==> config.mk <==
export PLATFORM = sky130hd
export DESIGN_NAME = msie_ctrl
export DESIGN_NICKNAME = d
export VERILOG_FILES = /design/src/rtl/msie_pkg.sv /design/src/rtl/msie_ctrl.sv
export VERILOG_INCLUDE_DIRS = /design/src /design/src/rtl
export SDC_FILE = /design/constraint.sdc
export NUM_CORES = 1
export LEC_CHECK = 0
export ABC_AREA = 1
export BUFFER_PORTS_ARGS = -buffer_cell sky130_fd_sc_hd__buf_2
export CORE_AREA = 2 2 39 41
export CTS_CLUSTER_DIAMETER = 50
export DETAILED_ROUTE_END_ITERATION = 16
export DIE_AREA = 0 0 41 43
export HOLD_SLACK_MARGIN = 0.02
export PLACE_DENSITY = 0.72
export SLEW_MARGIN = 25
export SYNTH_ARGS = -nofsm -noshare
export SYNTH_HDL_FRONTEND = slang
export SYNTH_SLANG_ARGS = --single-unit
==> constraint.sdc <==
create_clock -name clk -period 2 [get_ports clk]
set_clock_uncertainty 0.05 [all_clocks]
set_input_delay 0.1 -clock clk [delete_from_list [all_inputs] [get_ports clk]]
set_output_delay 0.1 -clock clk [all_outputs]
set_load 0.01 [all_outputs]
==> src/rtl/mips_subset_instruction_executor_assert.svh <==
// assertion macros shared by the executor rtl
`ifndef MIPS_SUBSET_INSTRUCTION_EXECUTOR_ASSERT_SVH
`define MIPS_SUBSET_INSTRUCTION_EXECUTOR_ASSERT_SVH
`ifndef ASSERT_OFF
// checked property, ignored while reset is asserted
`define MSIE_ASSERT(lbl, clk, rst_n, prop, msg) \
	lbl: assert property (@(posedge clk) disable iff (!rst_n) prop) else $error(msg);
// checked property, also checked during reset
`define MSIE_ASSERT_ALWAYS(lbl, clk, prop, msg) \
	lbl: assert property (@(posedge clk) prop) else $error(msg);
`else
`define MSIE_ASSERT(lbl, clk, rst_n, prop, msg)
`define MSIE_ASSERT_ALWAYS(lbl, clk, prop, msg)
`endif
`endif

==> src/rtl/msie_pkg.sv <==
// shared types and constants of the mips subset executor
`timescale 1ns / 1ps
`default_nettype none
package msie_pkg;

	localparam int unsigned XLEN          = 32;
	localparam int unsigned REG_IDX_W     = 4;
	localparam int unsigned NUM_GPR       = 13;
	localparam int unsigned MEM_WORDS_DEF = 256;
	localparam int unsigned DIV_STEPS     = XLEN;

	localparam logic [REG_IDX_W-1:0] IDX_ZERO = 4'd0;
	localparam logic [REG_IDX_W-1:0] IDX_LO   = 4'd9;
	localparam logic [REG_IDX_W-1:0] IDX_RA   = 4'd11;
	localparam logic [REG_IDX_W-1:0] IDX_PC   = 4'd13;

	localparam logic [XLEN-1:0] RA_RESET = 32'hFFFF_FFFF;

	typedef enum logic [3:0] {
		OP_ADD   = 4'd0,
		OP_SUB   = 4'd1,
		OP_MULT  = 4'd2,
		OP_DIV   = 4'd3,
		OP_MFLO  = 4'd4,
		OP_OR    = 4'd5,
		OP_AND   = 4'd6,
		OP_XOR   = 4'd7,
		OP_JUMP  = 4'd8,
		OP_JAL   = 4'd9,
		OP_BEQ   = 4'd10,
		OP_STORE = 4'd11,
		OP_LOAD  = 4'd12
	} op_t;

	typedef struct packed {
		logic [3:0]           req_type;
		logic [REG_IDX_W-1:0] reg_a;
		logic [REG_IDX_W-1:0] reg_b;
		logic [REG_IDX_W-1:0] reg_c;
		logic                 use_imm;
		logic signed [31:0]   imm_value;
	} req_t;

	typedef struct packed {
		logic [31:0]          next_pc;
		logic                 wr_en;
		logic [REG_IDX_W-1:0] wr_reg;
		logic [31:0]          wr_value;
		logic                 fault;
	} rsp_t;

	typedef enum logic [1:0] {
		SEL_A,
		SEL_B,
		SEL_C,
		SEL_LO
	} rd_sel_t;

	typedef enum logic [3:0] {
		ST_CLEAR,
		ST_IDLE,
		ST_RD_A,
		ST_RD_B,
		ST_RD_C,
		ST_RD_LO,
		ST_RD_WAIT,
		ST_EXEC,
		ST_DIV_RUN,
		ST_MEM,
		ST_FINISH
	} state_t;

	// controller to datapath
	typedef struct packed {
		logic    clear;
		logic    load_req;
		logic    rd_en;
		rd_sel_t rd_sel;
		logic    exec;
		logic    div_start;
		logic    mem_wr;
		logic    commit;
	} cmd_t;

	// datapath to controller
	typedef struct packed {
		logic [3:0] op;
		logic       clear_last;
		logic       div_done;
	} sts_t;

endpackage
`default_nettype wire

==> src/rtl/msie_ctrl.sv <==
// controller: sequences operand reads, execute, divide, memory and commit
`timescale 1ns / 1ps
`include "mips_subset_instruction_executor_assert.svh"
`default_nettype none
module msie_ctrl (
	input  logic           clk,
	input  logic           arst_n,
	input  logic           req_valid,
	output logic           req_stall,
	output logic           rsp_valid,
	input  logic           rsp_stall,
	output msie_pkg::cmd_t cmd,
	input  msie_pkg::sts_t sts
);

	msie_pkg::state_t state_q;
	msie_pkg::state_t state_d;
	logic             rsp_valid_q;
	logic             slot_free;
	logic             needs_div;
	logic             needs_mem;

	always_comb begin
		slot_free = !rsp_valid_q || !rsp_stall;
		needs_mem = sts.op inside {msie_pkg::OP_STORE, msie_pkg::OP_LOAD};
		needs_div = (sts.op == msie_pkg::OP_DIV);
	end

	always_comb begin
		state_d = state_q;
		cmd     = '0;
		case (state_q)
			msie_pkg::ST_CLEAR: begin
				cmd.clear = 1'b1;
				if (sts.clear_last) begin
					state_d = msie_pkg::ST_IDLE;
				end
			end
			msie_pkg::ST_IDLE: begin
				if (req_valid) begin
					cmd.load_req = 1'b1;
					state_d      = msie_pkg::ST_RD_A;
				end
			end
			msie_pkg::ST_RD_A: begin
				cmd.rd_en  = 1'b1;
				cmd.rd_sel = msie_pkg::SEL_A;
				state_d    = msie_pkg::ST_RD_B;
			end
			msie_pkg::ST_RD_B: begin
				cmd.rd_en  = 1'b1;
				cmd.rd_sel = msie_pkg::SEL_B;
				state_d    = msie_pkg::ST_RD_C;
			end
			msie_pkg::ST_RD_C: begin
				cmd.rd_en  = 1'b1;
				cmd.rd_sel = msie_pkg::SEL_C;
				state_d    = msie_pkg::ST_RD_LO;
			end
			msie_pkg::ST_RD_LO: begin
				cmd.rd_en  = 1'b1;
				cmd.rd_sel = msie_pkg::SEL_LO;
				state_d    = msie_pkg::ST_RD_WAIT;
			end
			msie_pkg::ST_RD_WAIT: begin
				state_d = msie_pkg::ST_EXEC;
			end
			msie_pkg::ST_EXEC: begin
				cmd.exec = 1'b1;
				if (needs_div) begin
					cmd.div_start = 1'b1;
					state_d       = msie_pkg::ST_DIV_RUN;
				end else if (needs_mem) begin
					state_d = msie_pkg::ST_MEM;
				end else begin
					state_d = msie_pkg::ST_FINISH;
				end
			end
			msie_pkg::ST_DIV_RUN: begin
				if (sts.div_done) begin
					state_d = msie_pkg::ST_FINISH;
				end
			end
			msie_pkg::ST_MEM: begin
				// store writes here, load read data is already registered
				cmd.mem_wr = (sts.op == msie_pkg::OP_STORE);
				state_d    = msie_pkg::ST_FINISH;
			end
			msie_pkg::ST_FINISH: begin
				if (slot_free) begin
					cmd.commit = 1'b1;
					state_d    = msie_pkg::ST_IDLE;
				end
			end
			default: begin
				state_d = msie_pkg::ST_IDLE;
			end
		endcase
	end

	always_ff @(posedge clk or negedge arst_n) begin
		if (!arst_n) begin
			state_q     <= msie_pkg::ST_CLEAR;
			rsp_valid_q <= 1'b0;
		end else begin
			state_q <= state_d;
			if (cmd.commit) begin
				rsp_valid_q <= 1'b1;
			end else if (!rsp_stall) begin
				rsp_valid_q <= 1'b0;
			end
		end
	end

	assign req_stall = (state_q != msie_pkg::ST_IDLE);
	assign rsp_valid = rsp_valid_q;

	`MSIE_ASSERT(a_accept_starts_reads, clk, arst_n, req_valid && !req_stall |=> state_q == msie_pkg::ST_RD_A, "accepted request did not start operand reads")
	`MSIE_ASSERT(a_div_done_in_run, clk, arst_n, sts.div_done |-> state_q == msie_pkg::ST_DIV_RUN, "divider finished outside divide state")
	`MSIE_ASSERT(a_commit_shows_rsp, clk, arst_n, cmd.commit |=> rsp_valid, "commit did not raise response valid")
	`MSIE_ASSERT_ALWAYS(a_no_rsp_while_clear, clk, state_q == msie_pkg::ST_CLEAR |-> !rsp_valid_q, "response valid during memory clear")

endmodule
`default_nettype wire

==> results of run 1 <==
power by group:
| part | leakage (uW) | total (uW) | internal, uW | switching [uW] |
|---|---|---|---|---|
| Clock | 0.0000150 | 110 | 75.0 | 34.9 |
| Sequential | 0.0000638 | 229 | 142 | 87.6 |
| Combinational | 0.000336 | 504 | 193 | 310 |
| Total | 0.000414 | 843 | 410 | 433 |
cell families (layout without fill, tap and decap cells):
| logic type | count (synthesis) | after routing | synth area share (%) |
|---|---|---|---|
| AND/OR/NAND/NOR | 49 | 49 | 54.0 |
| buffers and inverters | 16 | 40 | 13.4 |
| AO/OA/AOI/OAI | 7 | 7 | 7.92 |
| flip-flops | 5 | 5 | 24.8 |
critical path, cell delays in order (launching register included):
cell and delay [ns]:
dfrtp_1 0.63, nand2_4 0.11, nor2_4 0.15, inv_1 0.06, nor3_1 0.11, buf_2 0.15
registers in the layout, summed over array words and instances (netlist names):
name	flops
rsp_valid	1
state_q	4
through the flow:
stage	hold WS (ns)	cell area, um2
after floorplan	-0.246	505
after global placement	-0.133	614
after detailed placement	-0.136	614
after CTS	0.0404	651
after global routing	0.0637	651
final	0.0455	651
cells in the mapped netlist, drive strengths merged:
| cell type | count |
|---|---|
| nand3b | 2 |
| nand3 | 6 |
| buf | 1 |
| nand2 | 27 |
| inv | 15 |
| nor3 | 1 |
| dfrtp | 5 |
| o21ai | 5 |
| nor2 | 12 |
| o31ai | 1 |
| o211ai | 1 |
| nor4 | 1 |
routing by layer:
metal  vias up  share of wire (%)  track usage, %
li1        287                  -               -
met1       240                 47            20.0
met3         0                3.6            1.57
met5         -                  0               0
met2        10                 49            22.5
met4         0                  0            8.00
final timing paths:
path / cells past startpoint / to
min in group asynchronous: 2 / state_q[3]
max in group asynchronous: 2 / state_q[0]
hold / removal: 3 / rsp_valid
hold reg to reg: 2 / rsp_valid
setup / recovery: 5 / cmd[2]
setup reg to reg: 7 / state_q[0]
repair_timing:
item,4_1_cts,5_1_grt
setup endpoints to repair,0,0
hold buffers,1,0
endpoints found under the hold margin,5,0
layout make-up:
type                    count  area, um2
clock buffers               4       26.3
fillers                   149        733
inverters                  15       56.3
multi-input cells          56        313
flip-flops and latches      5        125
well taps                  16       20.0
repair buffers             21        110
==> results.txt, run 1 <==
* Post-synthesis instance area: 505 um2
- Max-capacitance violation count: 0
- Arrival time of the worst setup path: approximately 1.4 ns
- Leaving out filler cells and counting taps, the final layout contains 117.
- Total power per unit cell area: 1300 mW/mm2
- Reg2reg setup slack: 0.58 ns
- Across all layers, the routed design uses around 540 vias.
* Cells taking the most area after synthesis: dfrtp_1 (25%), nand2_1 (15%), inv_1 (9.7%)
- After layout, the minimum clock period comes to 1.59 ns.
- Dividing the detail-routed wire length by the instance count gives 9.17 um.
- Total track usage: 14.9%
- IO Count: 21
- The repair_antennas step left the layout with diodes totalling 0.
* Mean post-synth cell area: 6.56 um2
* Number of cells produced by synthesis: 77
- Utilization after layout: 47.0%
* Library cell with the largest summed area after synthesis: dfrtp_1
* Area share of the largest cell type after synthesis: 24.8%
- In the final timing run, aggregate negative setup slack is 0 ns.
- Critical path launch point type: flop
- VDD sags by at most around 0.57 mV.
- Setup violations remaining at the end of the flow were counted as 0.
* Detailed-route vias per instance: 4.59
* Largest buffer count on any clock path: 2
- For the pin with the worst max-slew slack, the measured transition is 0.472 ns.
* DRC viols: 0
- The number of antenna violations at the first check in global routing was 0.
- The count of buffers added on input and output ports is 20.
- The tightest min-delay check is of the input pin to flop type.
- Required time worst endpoint: 1.85 ns
* Clock slew at reported path FFs: roughly 0.04 ns
* Origin of the worst setup path: state_q[1]
* Post-placement setup slack: a little under 0.6 ns
* First-pass DRT Iterations: 4
- Total nets after synthesis: 87
- CTS H-tree depth: 1
* Total Die Area: roughly 0.0018 mm2
- After layout, the worst path uses 79.6% of the clock period.
- Number of global-route vias before repair: 484
- Maximum number of pins on one net before global-route repair: 12
- The number of max-slew violations in the final report is 0.
- Die width: 41 um
- The total overflow left after global routing is 0.
* Effective utilization at floorplan: 36.5%
* Setup WS post-layout: 0.408 ns
* Routability congestion estimate: 0.827
* Die Height: 43 um
* Unrepaired setup endpoints after global routing: no
* Post-CTS setup buffer count: 0
- Status: complete, no violations
- Starting DRT DRC Count: 3
- Summing the sequential cell areas from Yosys gives approximately a quarter of the chip area.
- Drt total wl: 1070 um
- The post-route netlist has 37.6% of its cells at a drive strength greater than 1.
* Number of buffers created by CTS: 3
- Global-route wire length before repair: 1840 um
- For this run, the post-layout net count is 112.
- Clock Latency Late Sink: 0.23 ns
* Worst r2r src: state_q[1]
* Worst Min Path Start: rsp_stall
- Along the worst path, the maximum fanout reaches 11.
* Antenna violation net count after detailed routing: 0
- The netlist uses 19 different library cells.
- Clock tree synthesis selected as its root buffer the cell clkbuf_4.
- Placed cells: approximately 110
* Leakage power summed over all cells: around 0.00041 uW
- Timing would allow up to 628 MHz.
- Final hold violation count: 0
- The area growth from synthesis to layout is 28.7%.
- The wire-length estimate of the detail-placed layout is 893 um.
* Row count: 14
* Crit path kind: flop to output pin
- The region available for standard cell placement spans between 0.001 and 0.0015 mm2.
* CTS resizes: 0
* Warning count from the yosys run: 0
- Max-slew headroom at the worst pin: just under 70%
* Top library cells by usage in the layout, fill and taps aside: nand2_1 (20), buf_2 (20), inv_1 (13)
* # clock sinks: 5
* Element type at the critical path end: output pin
- Clock tree from TritonCTS: built
- Register bit count reported by yosys: 5
- The design draws 843 uW.
Power figures use the tool's default switching activity.
==> run 2: changes to the inputs <==
--- a/config.mk
+++ b/config.mk
@@ -6,14 +6,14 @@
 export SDC_FILE = /design/constraint.sdc
 export NUM_CORES = 1
 export LEC_CHECK = 0
-export ABC_AREA = 1
+export ABC_AREA = 0
 export BUFFER_PORTS_ARGS = -buffer_cell sky130_fd_sc_hd__buf_2
 export CORE_AREA = 2 2 39 41
 export CTS_CLUSTER_DIAMETER = 50
 export DETAILED_ROUTE_END_ITERATION = 16
 export DIE_AREA = 0 0 41 43
 export HOLD_SLACK_MARGIN = 0.02
-export PLACE_DENSITY = 0.72
+export PLACE_DENSITY = 0.67
 export SLEW_MARGIN = 25
 export SYNTH_ARGS = -nofsm -noshare
 export SYNTH_HDL_FRONTEND = slang
==> constraint.sdc (replaced) <==
create_clock -name clk -period 1.4 [get_ports clk]
set_clock_uncertainty 0.05 [all_clocks]
set_input_delay 0.07 -clock clk [delete_from_list [all_inputs] [get_ports clk]]
set_output_delay 0.07 -clock clk [all_outputs]
set_load 0.01 [all_outputs]
==> results.txt, run 2 <==
* Origin of the worst setup path: state_q[3] (was state_q[1])
- Hold crit path type: input pin to flop (unchanged)
- The final net count came to 101 (was 112).
- The cell area power density was 2300 mW/mm2 (was 1300 mW/mm2).
- Status: complete, but fails checks (was complete, no violations)
- Clock tree from TritonCTS: built (unchanged)
- The sequential cell area fraction in the yosys report is 29.9% (was 24.8%).
- The area share of the leading cell type in the synthesized netlist came to 29.9% (was 24.8%).
* Most common cell after layout, fill and taps aside: buf_2
- The count of non-filler cells in the finished layout came to 106 (was 117).
* Cells taking the most area after synthesis: dfrtp_1 (30%), nand2_1 (6.3%), buf_6 (5.4%) (was dfrtp_1 (25%), nand2_1 (15%), inv_1 (9.7%))
- The family with the most delay on the worst path was simple AND/OR/NAND/NOR gates (was flip-flops).
- Clock slew at reported path FFs: 0.04 ns (about the same)
- The placer's final routability congestion estimate came to 0.833 (was 0.827).
* Number of inserted diodes: 0 (unchanged)
* Depth of the worst register-to-register path: 5 (was 7)
- The number of max-slew violations in the final report is 0 (unchanged).
- Crit path kind: flop to output pin (unchanged)
- The global-route wire length before repair was 2010 um (was 1840 um).
- Max-slew headroom at the worst pin: 81.5% (was 68.5%)
- The hold path depth is 3 (unchanged).
- Cell-by-cell trace of the critical path: and3b_2, nand2_4, nor3_4, buf_2 (was nand2_4, nor2_4, inv_1, nor3_1, buf_2).
- Largest buffer count on any clock path: 2 (unchanged)
- Die width: 41 um (unchanged)
* Final critical path time including I/O delays and setup: 1.48 ns
* Clk root buf: clkbuf_4 (unchanged)
* Share of the cycle needed by the critical path after routing: 106%
- The sequential cell area came to 128 um2 (was 125 um2).
- Placed cells: 91 (was 112)
- Element type at the critical path end: output pin (unchanged)
* GRT overflow: 0 (unchanged)
* IO Count: 21 (unchanged)
- EDFF count, synth: 0 (unchanged)
- Detailed-route vias per instance: 5.04 (was 4.59)
- Number of cells produced by synthesis: 52 (was 77)
- The destination of the worst register-to-register timing path is state_q[1] (was state_q[0]).
- The total of warnings raised by yosys was 0 (unchanged).
- The number of antenna violations at the first check in global routing was 0 (unchanged).
- The register with the most flip-flops is state_q (unchanged).
* DRC viols: 0 (unchanged)
- The post-synthesis to final-layout area growth came to 91.6% (was 28.7%).
- Number of buffers and inverters on the critical path: 1 (was 2)
* Antenna violation net count after detailed routing: 0 (unchanged)
* Total via count after detailed routing: 534 (was 537)
- Footprint of the multi-input gates: 350 um2 (was 313 um2)
- The count of distinct cell types in the synthesized netlist is 30 (was 19).
- Clock Latency Late Sink: 0.25 ns (was 0.23 ns)
- The detailed-router iteration count before antenna repair is 4 (unchanged).
* Average wire per standard cell: 13.0 um (was 9.17 um)
* Worst Min Path Start: rsp_stall (unchanged)
- The starting DRC count in detailed routing was 5 (was 3).
* CTS H-tree depth: 1 (unchanged)
- Number of failing setup endpoints in the final timing report: 8 (was 0)
* Most frequent cell after synthesis: nand2_1 (unchanged)
* Number of buffers created by CTS: 3 (unchanged)
- The placeable core region was 0.00138 mm2 (unchanged).
- Worst r2r src: state_q[0] (was state_q[1])
- Arrival time of the worst setup path: 1.36 ns (was 1.44 ns)
* Maximum ir drop on the vdd rail: 0.903 mV (was 0.575 mV)
- For this run, the top clock speed supported by timing is 675 MHz.
* Effective utilization at floorplan: 30.3% (was 36.5%)
* Top flip-flop cell by instance count after synthesis: dfrtp_1 (unchanged)
- The number of max-cap violations is 0 (unchanged).
* Area of all placed cells without fillers: 803 um2 (was 651 um2)
- Leakage power summed over all cells: 0.000392 uW (was 0.000414 uW)
- Worst hold slack: 0.0303 ns (was 0.0455 ns)
- The data required time at the worst endpoint was 1.28 ns (was 1.85 ns).
* Async set-or-reset flop fraction in the synthesized netlist: 100% (unchanged)
- Critical path launch point type: flop (unchanged)
* Drt total wl: 1380 um (was 1070 um)
* Reg2reg setup slack: -0.07 ns (was 0.58 ns)
- Highest cell delay on the worst timing path: 0.43 ns (was 0.63 ns)
- Die Height: 43 um (unchanged)
- Layout cell share with drive strength beyond 1: 65.6% (was 37.6%)
- Violated checks: negative setup slack
- Post-synthesis instance area: 419 um2 (was 505 um2)
- Unrepaired setup endpoints after global routing: yes (was no).
- Critical path's slowest cell: dfrtp_2 (was dfrtp_1)
* Port buffer count: 20 (unchanged)
- The final critical-path setup slack was -0.0812 ns (was 0.408 ns).
- The mean area per synthesized cell came to 8.06 um2 (was 6.56 um2).
- Final total negative setup slack: -0.343 ns (was 0 ns)
- Total Die Area: 0.00176 mm2 (unchanged)
* Maximum number of pins on one net before global-route repair: 6 (was 12)
* Total nets after synthesis: 62 (was 87)
* Final hold violation count: 0 (unchanged)
* Worst-path maximum fanout: 4 (was 11)
* Library cell with the largest summed area after synthesis: dfrtp_1 (unchanged)
- The number of flip-flops under the largest register name was 4 (unchanged).
* Total placed instance area: 554 um2 (was 614 um2)
- End point of the most critical hold path: rsp_valid (unchanged)
- Count of fill cells added during filler insertion: 125 (was 149)
- Synth top cells by count: nand2_1 (7), dfrtp_1 (5), nor2_1 (5) (was nand2_1 (20), inv_1 (13), nor2_1 (7))
- The number of clock sinks was 5 (unchanged).
- The total of flip-flops plus latches after synthesis was 5 (unchanged).
- Transition time at the pin with the least slew margin: 0.275 ns (was 0.472 ns)
- Row count: 14 (unchanged)
* Top library cells by usage in the layout, fill and taps aside: buf_2 (18), buf_6 (9), buf_4 (9) (was nand2_1 (20), buf_2 (20), inv_1 (13))
- The placed wire-length estimate after detailed placement was 813 um (was 893 um).
* Total track usage: 17.6% (was 14.9%)
- Number of global-route vias before repair: 499 (was 484)
run 2: cell count changes after synthesis, moves of 3 or more:
| cell | previous run | this run |
|---|---|---|
| inv_1 | 13 | 1 |
| nor2_4 | 4 | 0 |
| nand2_1 | 20 | 7 |
| nand2_4 | 3 | 0 |
| nand2_2 | 4 | 0 |
| nand3_1 | 5 | 2 |
run 2: worst reg2reg max path: cells and delay by family, from the launching register on:
family / cells / cell delay (ns)
AOI/OAI and AO/OA: 3 / 0.53
buffers and inverters: 1 / 0.11
DFF: 1 / 0.42
and+or+nand+nor: 1 / 0.25
run 2: kinds of logic (layout without fill, tap and decap cells):
logic type | Yosys count | after routing | synth area share, %
buf+inv | 5 | 43 | 8.95
mux | 1 | 1 | 2.69
flops | 5 | 5 | 29.9
compound gates | 9 | 9 | 14.9
xor+xnor | 2 | 2 | 4.18
simple gates | 30 | 30 | 39.4
run 2: power by group:
group | leakage (uW) | switching, uW | internal, uW
clock network | 0.0000150 | 62.2 | 108
registers | 0.0000602 | 87.0 | 217
logic | 0.000317 | 628 | 749
total | 0.000392 | 777 | 1070
run 2: how the worst max path moves through the flow:
| stage | end | slack [ns] | cells after the start |
|---|---|---|---|
| final | cmd[2] | -0.08 | 4 |
| after global routing | state_q[1] | -0.14 | 5 |
| after CTS | cmd[2] | -0.06 | 4 |
| after detailed placement | state_q[1] | 0.04 | 3 |
| after global placement | state_q[1] | 0.05 | 3 |
| after floorplan | state_q[1] | 0.11 | 4 |
run 2: stage by stage:
| step | worst slack [ns] | util [%] | power [uW] |
|---|---|---|---|
| after floorplan | 0.112 | - | 851 |
| after global placement | 0.0478 | 40.1 | 1090 |
| after detailed placement | 0.0443 | 40.1 | 1110 |
| after CTS | -0.0613 | 49.4 | 1540 |
| after global routing | -0.139 | 58.0 | 2000 |
| final | -0.0812 | 58.0 | 1850 |
run 2: final cells by class:
type / instances / share of cell area, %
tap: 16 / 2.49
clock buffer: 4 / 3.27
multi-input combinational: 42 / 43.6
timing repair buffer: 37 / 33.5
inverter: 2 / 1.25
sequential: 5 / 15.9
run 2: what timing repair did:
item | CTS | global route
cloned | 0 | 0
buffers inserted | 8 | 4
hold endpoints to repair | 5 | 0
endpoints found under the setup margin | 7 | 11
hold buffers | 1 | 0
pin swaps | 4 | 8
resized for setup | 10 | 26
run 2: layer usage:
| metal | wire [um] | GRT usage, % |
|---|---|---|
| met1 | 511 | 17.7 |
| met2 | 752 | 29.7 |
| met3 | 74 | 2.09 |
| met4 | 45 | 14.0 |
| met5 | 0 | 0 |
==> run 3: changes to the inputs <==
--- a/config.mk
+++ b/config.mk
@@ -8,10 +8,10 @@
 export LEC_CHECK = 0
 export ABC_AREA = 0
 export BUFFER_PORTS_ARGS = -buffer_cell sky130_fd_sc_hd__buf_2
-export CORE_AREA = 2 2 39 41
+export CORE_AREA = 10 10 47 49
 export CTS_CLUSTER_DIAMETER = 50
 export DETAILED_ROUTE_END_ITERATION = 16
-export DIE_AREA = 0 0 41 43
+export DIE_AREA = 0 0 57 59
 export HOLD_SLACK_MARGIN = 0.02
 export PLACE_DENSITY = 0.67
 export SLEW_MARGIN = 25
==> results.txt, run 3 (synthesized netlist as in run 2, its figures left out) <==
* Drt total wl: 1530 um (was 1380 um)
- DRC viols: 0 (unchanged)
* IO Count: 21 (unchanged)
* CTS H-tree depth: 1 (unchanged)
* Row count: 14 (unchanged)
- Total via count after detailed routing: 526 (was 534)
- Number of flip-flops under the largest register name: 4 (unchanged)
* DP HPWL: 1060 um (was 813 um)
- The final clock period utilization by the worst path was 108% (was 106%).
- Routability congestion estimate: 0.832 (was 0.833)
* Number of global-route vias before repair: 587 (was 499)
- The number of port buffers came to 20 (unchanged).
- Worst hold slack: 0.0537 ns (was 0.0303 ns)
- The area used by multi-input combinational logic came to 319 um2 (was 350 um2).
- The antenna diode instance count is 0 (unchanged).
* Antenna violation net count after detailed routing: 0 (unchanged)
- Element type at the critical path end: flop (was output pin)
- The number of antenna violations at the first check in global routing came to 0 (unchanged).
* Starting DRT DRC Count: 13 (was 5)
- Number of buffers created by CTS: 3 (unchanged)
* Worst-path maximum fanout: 6 (was 4)
* Total power per unit cell area: 2320 mW/mm2 (was 2300 mW/mm2)
* Utilization after layout: 52.4% (was 58.0%)
- The register with the most flip-flops is state_q (unchanged).
- The clock latency on the worst-skew pair came to 0.24 ns (was 0.25 ns).
- Leakage power summed over all cells: 0.000358 uW (was 0.000392 uW)
- Area growth, synth to finish: 75.2% (was 91.6%)
- The setup slack of the worst register-to-register path is -0.11 ns (was -0.07 ns).
* Status: complete, but fails checks (unchanged)
* Effective utilization at floorplan: 29.9% (was 30.3%)
- The routed wirelength normalized by instance count came to 14.7 um (was 13.0 um).
* Maximum clock frequency: 664 MHz (was 675 MHz)
- The startpoint of the lowest-slack hold path was rsp_stall (unchanged).
* Core area: 0.00140 mm2 (was 0.00138 mm2)
- The ratio of cells with drive above 1 in the final layout came to 62.5% (was 65.6%).
* Required time worst endpoint: 1.46 ns (was 1.28 ns)
- The destination of the worst register-to-register timing path is state_q[1] (unchanged).
* NumNets Final: 99 (was 101)
* Die width: 57 um (was 41 um)
* Maximum number of pins on one net before global-route repair: 7 (was 6)
- The worst setup timing slack at the placement stage is 0.0498 ns (was 0.0443 ns).
* # clock sinks: 5 (unchanged)
- The detailed-route vias per instance was 5.06 (was 5.04).
* Total track usage: 8.78% (was 17.6%)
- Clock tree from TritonCTS: built (unchanged)
- The number of max-cap violations came to 0 (unchanged).
- The overall die height is 59 um (was 43 um).
- Unrepaired setup endpoints after global routing: yes (unchanged)
* Hold crit path type: input pin to flop (unchanged)
- Global-route wire length before repair: 2420 um (was 2010 um)
* Final critical path time including I/O delays and setup: 1.51 ns (was 1.48 ns)
- Arrival time of the worst setup path: 1.57 ns (was 1.36 ns)
- First-pass DRT Iterations: 4 (unchanged)
- The startpoint of the worst register-to-register path is state_q[1] (was state_q[0]).
* Hold path cells: 3 (unchanged)
- Number of failing setup endpoints in the final timing report: 5 (was 8)
- Violated checks: negative setup slack (unchanged)
- GRT overflow: 0 (unchanged)
- Top library cells by usage in the layout, fill and taps aside: buf_2 (19), buf_4 (11), nor2_1 (4), nand2_1 (4), buf_6 (4) (was buf_2 (18), buf_6 (9), buf_4 (9))
- Clock slew at reported path FFs: 0.05 ns (was 0.04 ns)
- Max-slew headroom at the worst pin: 72.1% (was 81.5%)
* Depth of the worst register-to-register path: 5 (unchanged)
- Number of max-slew violations in the final report: 0 (unchanged)
* Final total negative setup slack: -0.260 ns (was -0.343 ns)
* End point of the most critical hold path: rsp_valid (unchanged)
- Crit path kind: flop to flop (was flop to output pin)
- The area of the die was 0.00336 mm2 (was 0.00176 mm2).
- The sequential cell area was 129 um2 (was 128 um2).
- Total power: 1710 uW (was 1850 uW)
- Setup WS post-layout: -0.106 ns (was -0.0812 ns)
* Most common cell after layout, fill and taps aside: buf_2 (unchanged)
- Final hold violation count: 0 (unchanged)
- The maximum ir drop on the vdd rail was 0.982 mV (was 0.903 mV).
- Critical path launch point type: flop (unchanged)
- Count of fill cells added during filler insertion: 142 (was 125)
- The transition time of the tightest slew-check pin was 0.415 ns (was 0.275 ns).
- The cell at the root of the clock tree is clkbuf_4 (unchanged).
- Largest buffer count on any clock path: 2 (unchanged)
==> run 3: worst max path at each step <==
stage / start / to / slack (ns) / cells after the start
floorplan: state_q[3] / state_q[1] / 0.11 / 4
global placement: state_q[3] / state_q[1] / 0.08 / 3
detailed placement: state_q[3] / state_q[1] / 0.05 / 3
CTS: state_q[1] / cmd[1] / -0.04 / 5
global route: state_q[1] / state_q[1] / -0.22 / 5
finish: state_q[1] / state_q[1] / -0.11 / 5
==> run 3: cell type report <==
| cell class | count | share of cell area, % |
|---|---|---|
| Multi-Input combinational cell | 42 | 43.4 |
| Timing Repair Buffer | 35 | 31.7 |
| Sequential cell | 5 | 17.5 |
| Clock buffer | 4 | 3.58 |
| Tap cell | 16 | 2.73 |
| Inverter | 2 | 1.02 |
==> run 3: through the flow <==
step           instance area [um2]  instances
5_1_grt                        734        104
2_1_floorplan                  419         52
6_report                       734        104
3_3_place_gp                   547         90
4_1_cts                        667        103
3_5_place_dp                   547         90
==> run 3: power by group <==
part	internal [uW]	switching, uW	leakage, uW	total [uW]
Combinational	651	563	0.000284	1210
Sequential	220	103	0.0000591	323
Clock	108	61.5	0.0000150	169
Total	979	728	0.000358	1710
==> run 3: layer usage <==
metal,wire (um),share of wire [%],track usage (%),vias up
met3,89,5.8,3.00,2
li1,-,-,-,256
met4,9,0.59,3.69,0
met1,619,40,8.93,244
met2,811,53,16.0,24
met5,0,0,0,-
==> run 3: critical path, cell delays in order (launching register included) <==
cell and delay, ns:
dfrtp_2 0.40, and2b_1 0.22, buf_4 0.14, o31a_1 0.28
a31oi_1 0.18, o31ai_1 0.10
==> run 3: timing repair <==
action / CTS / global route
gates resized for setup: 7 / 16
endpoints found under the setup margin: 6 / 12
pin swaps: 1 / 5
hold buffers: 1 / 0
setup buffers: 8 / 1
hold endpoints to repair: 5 / 0
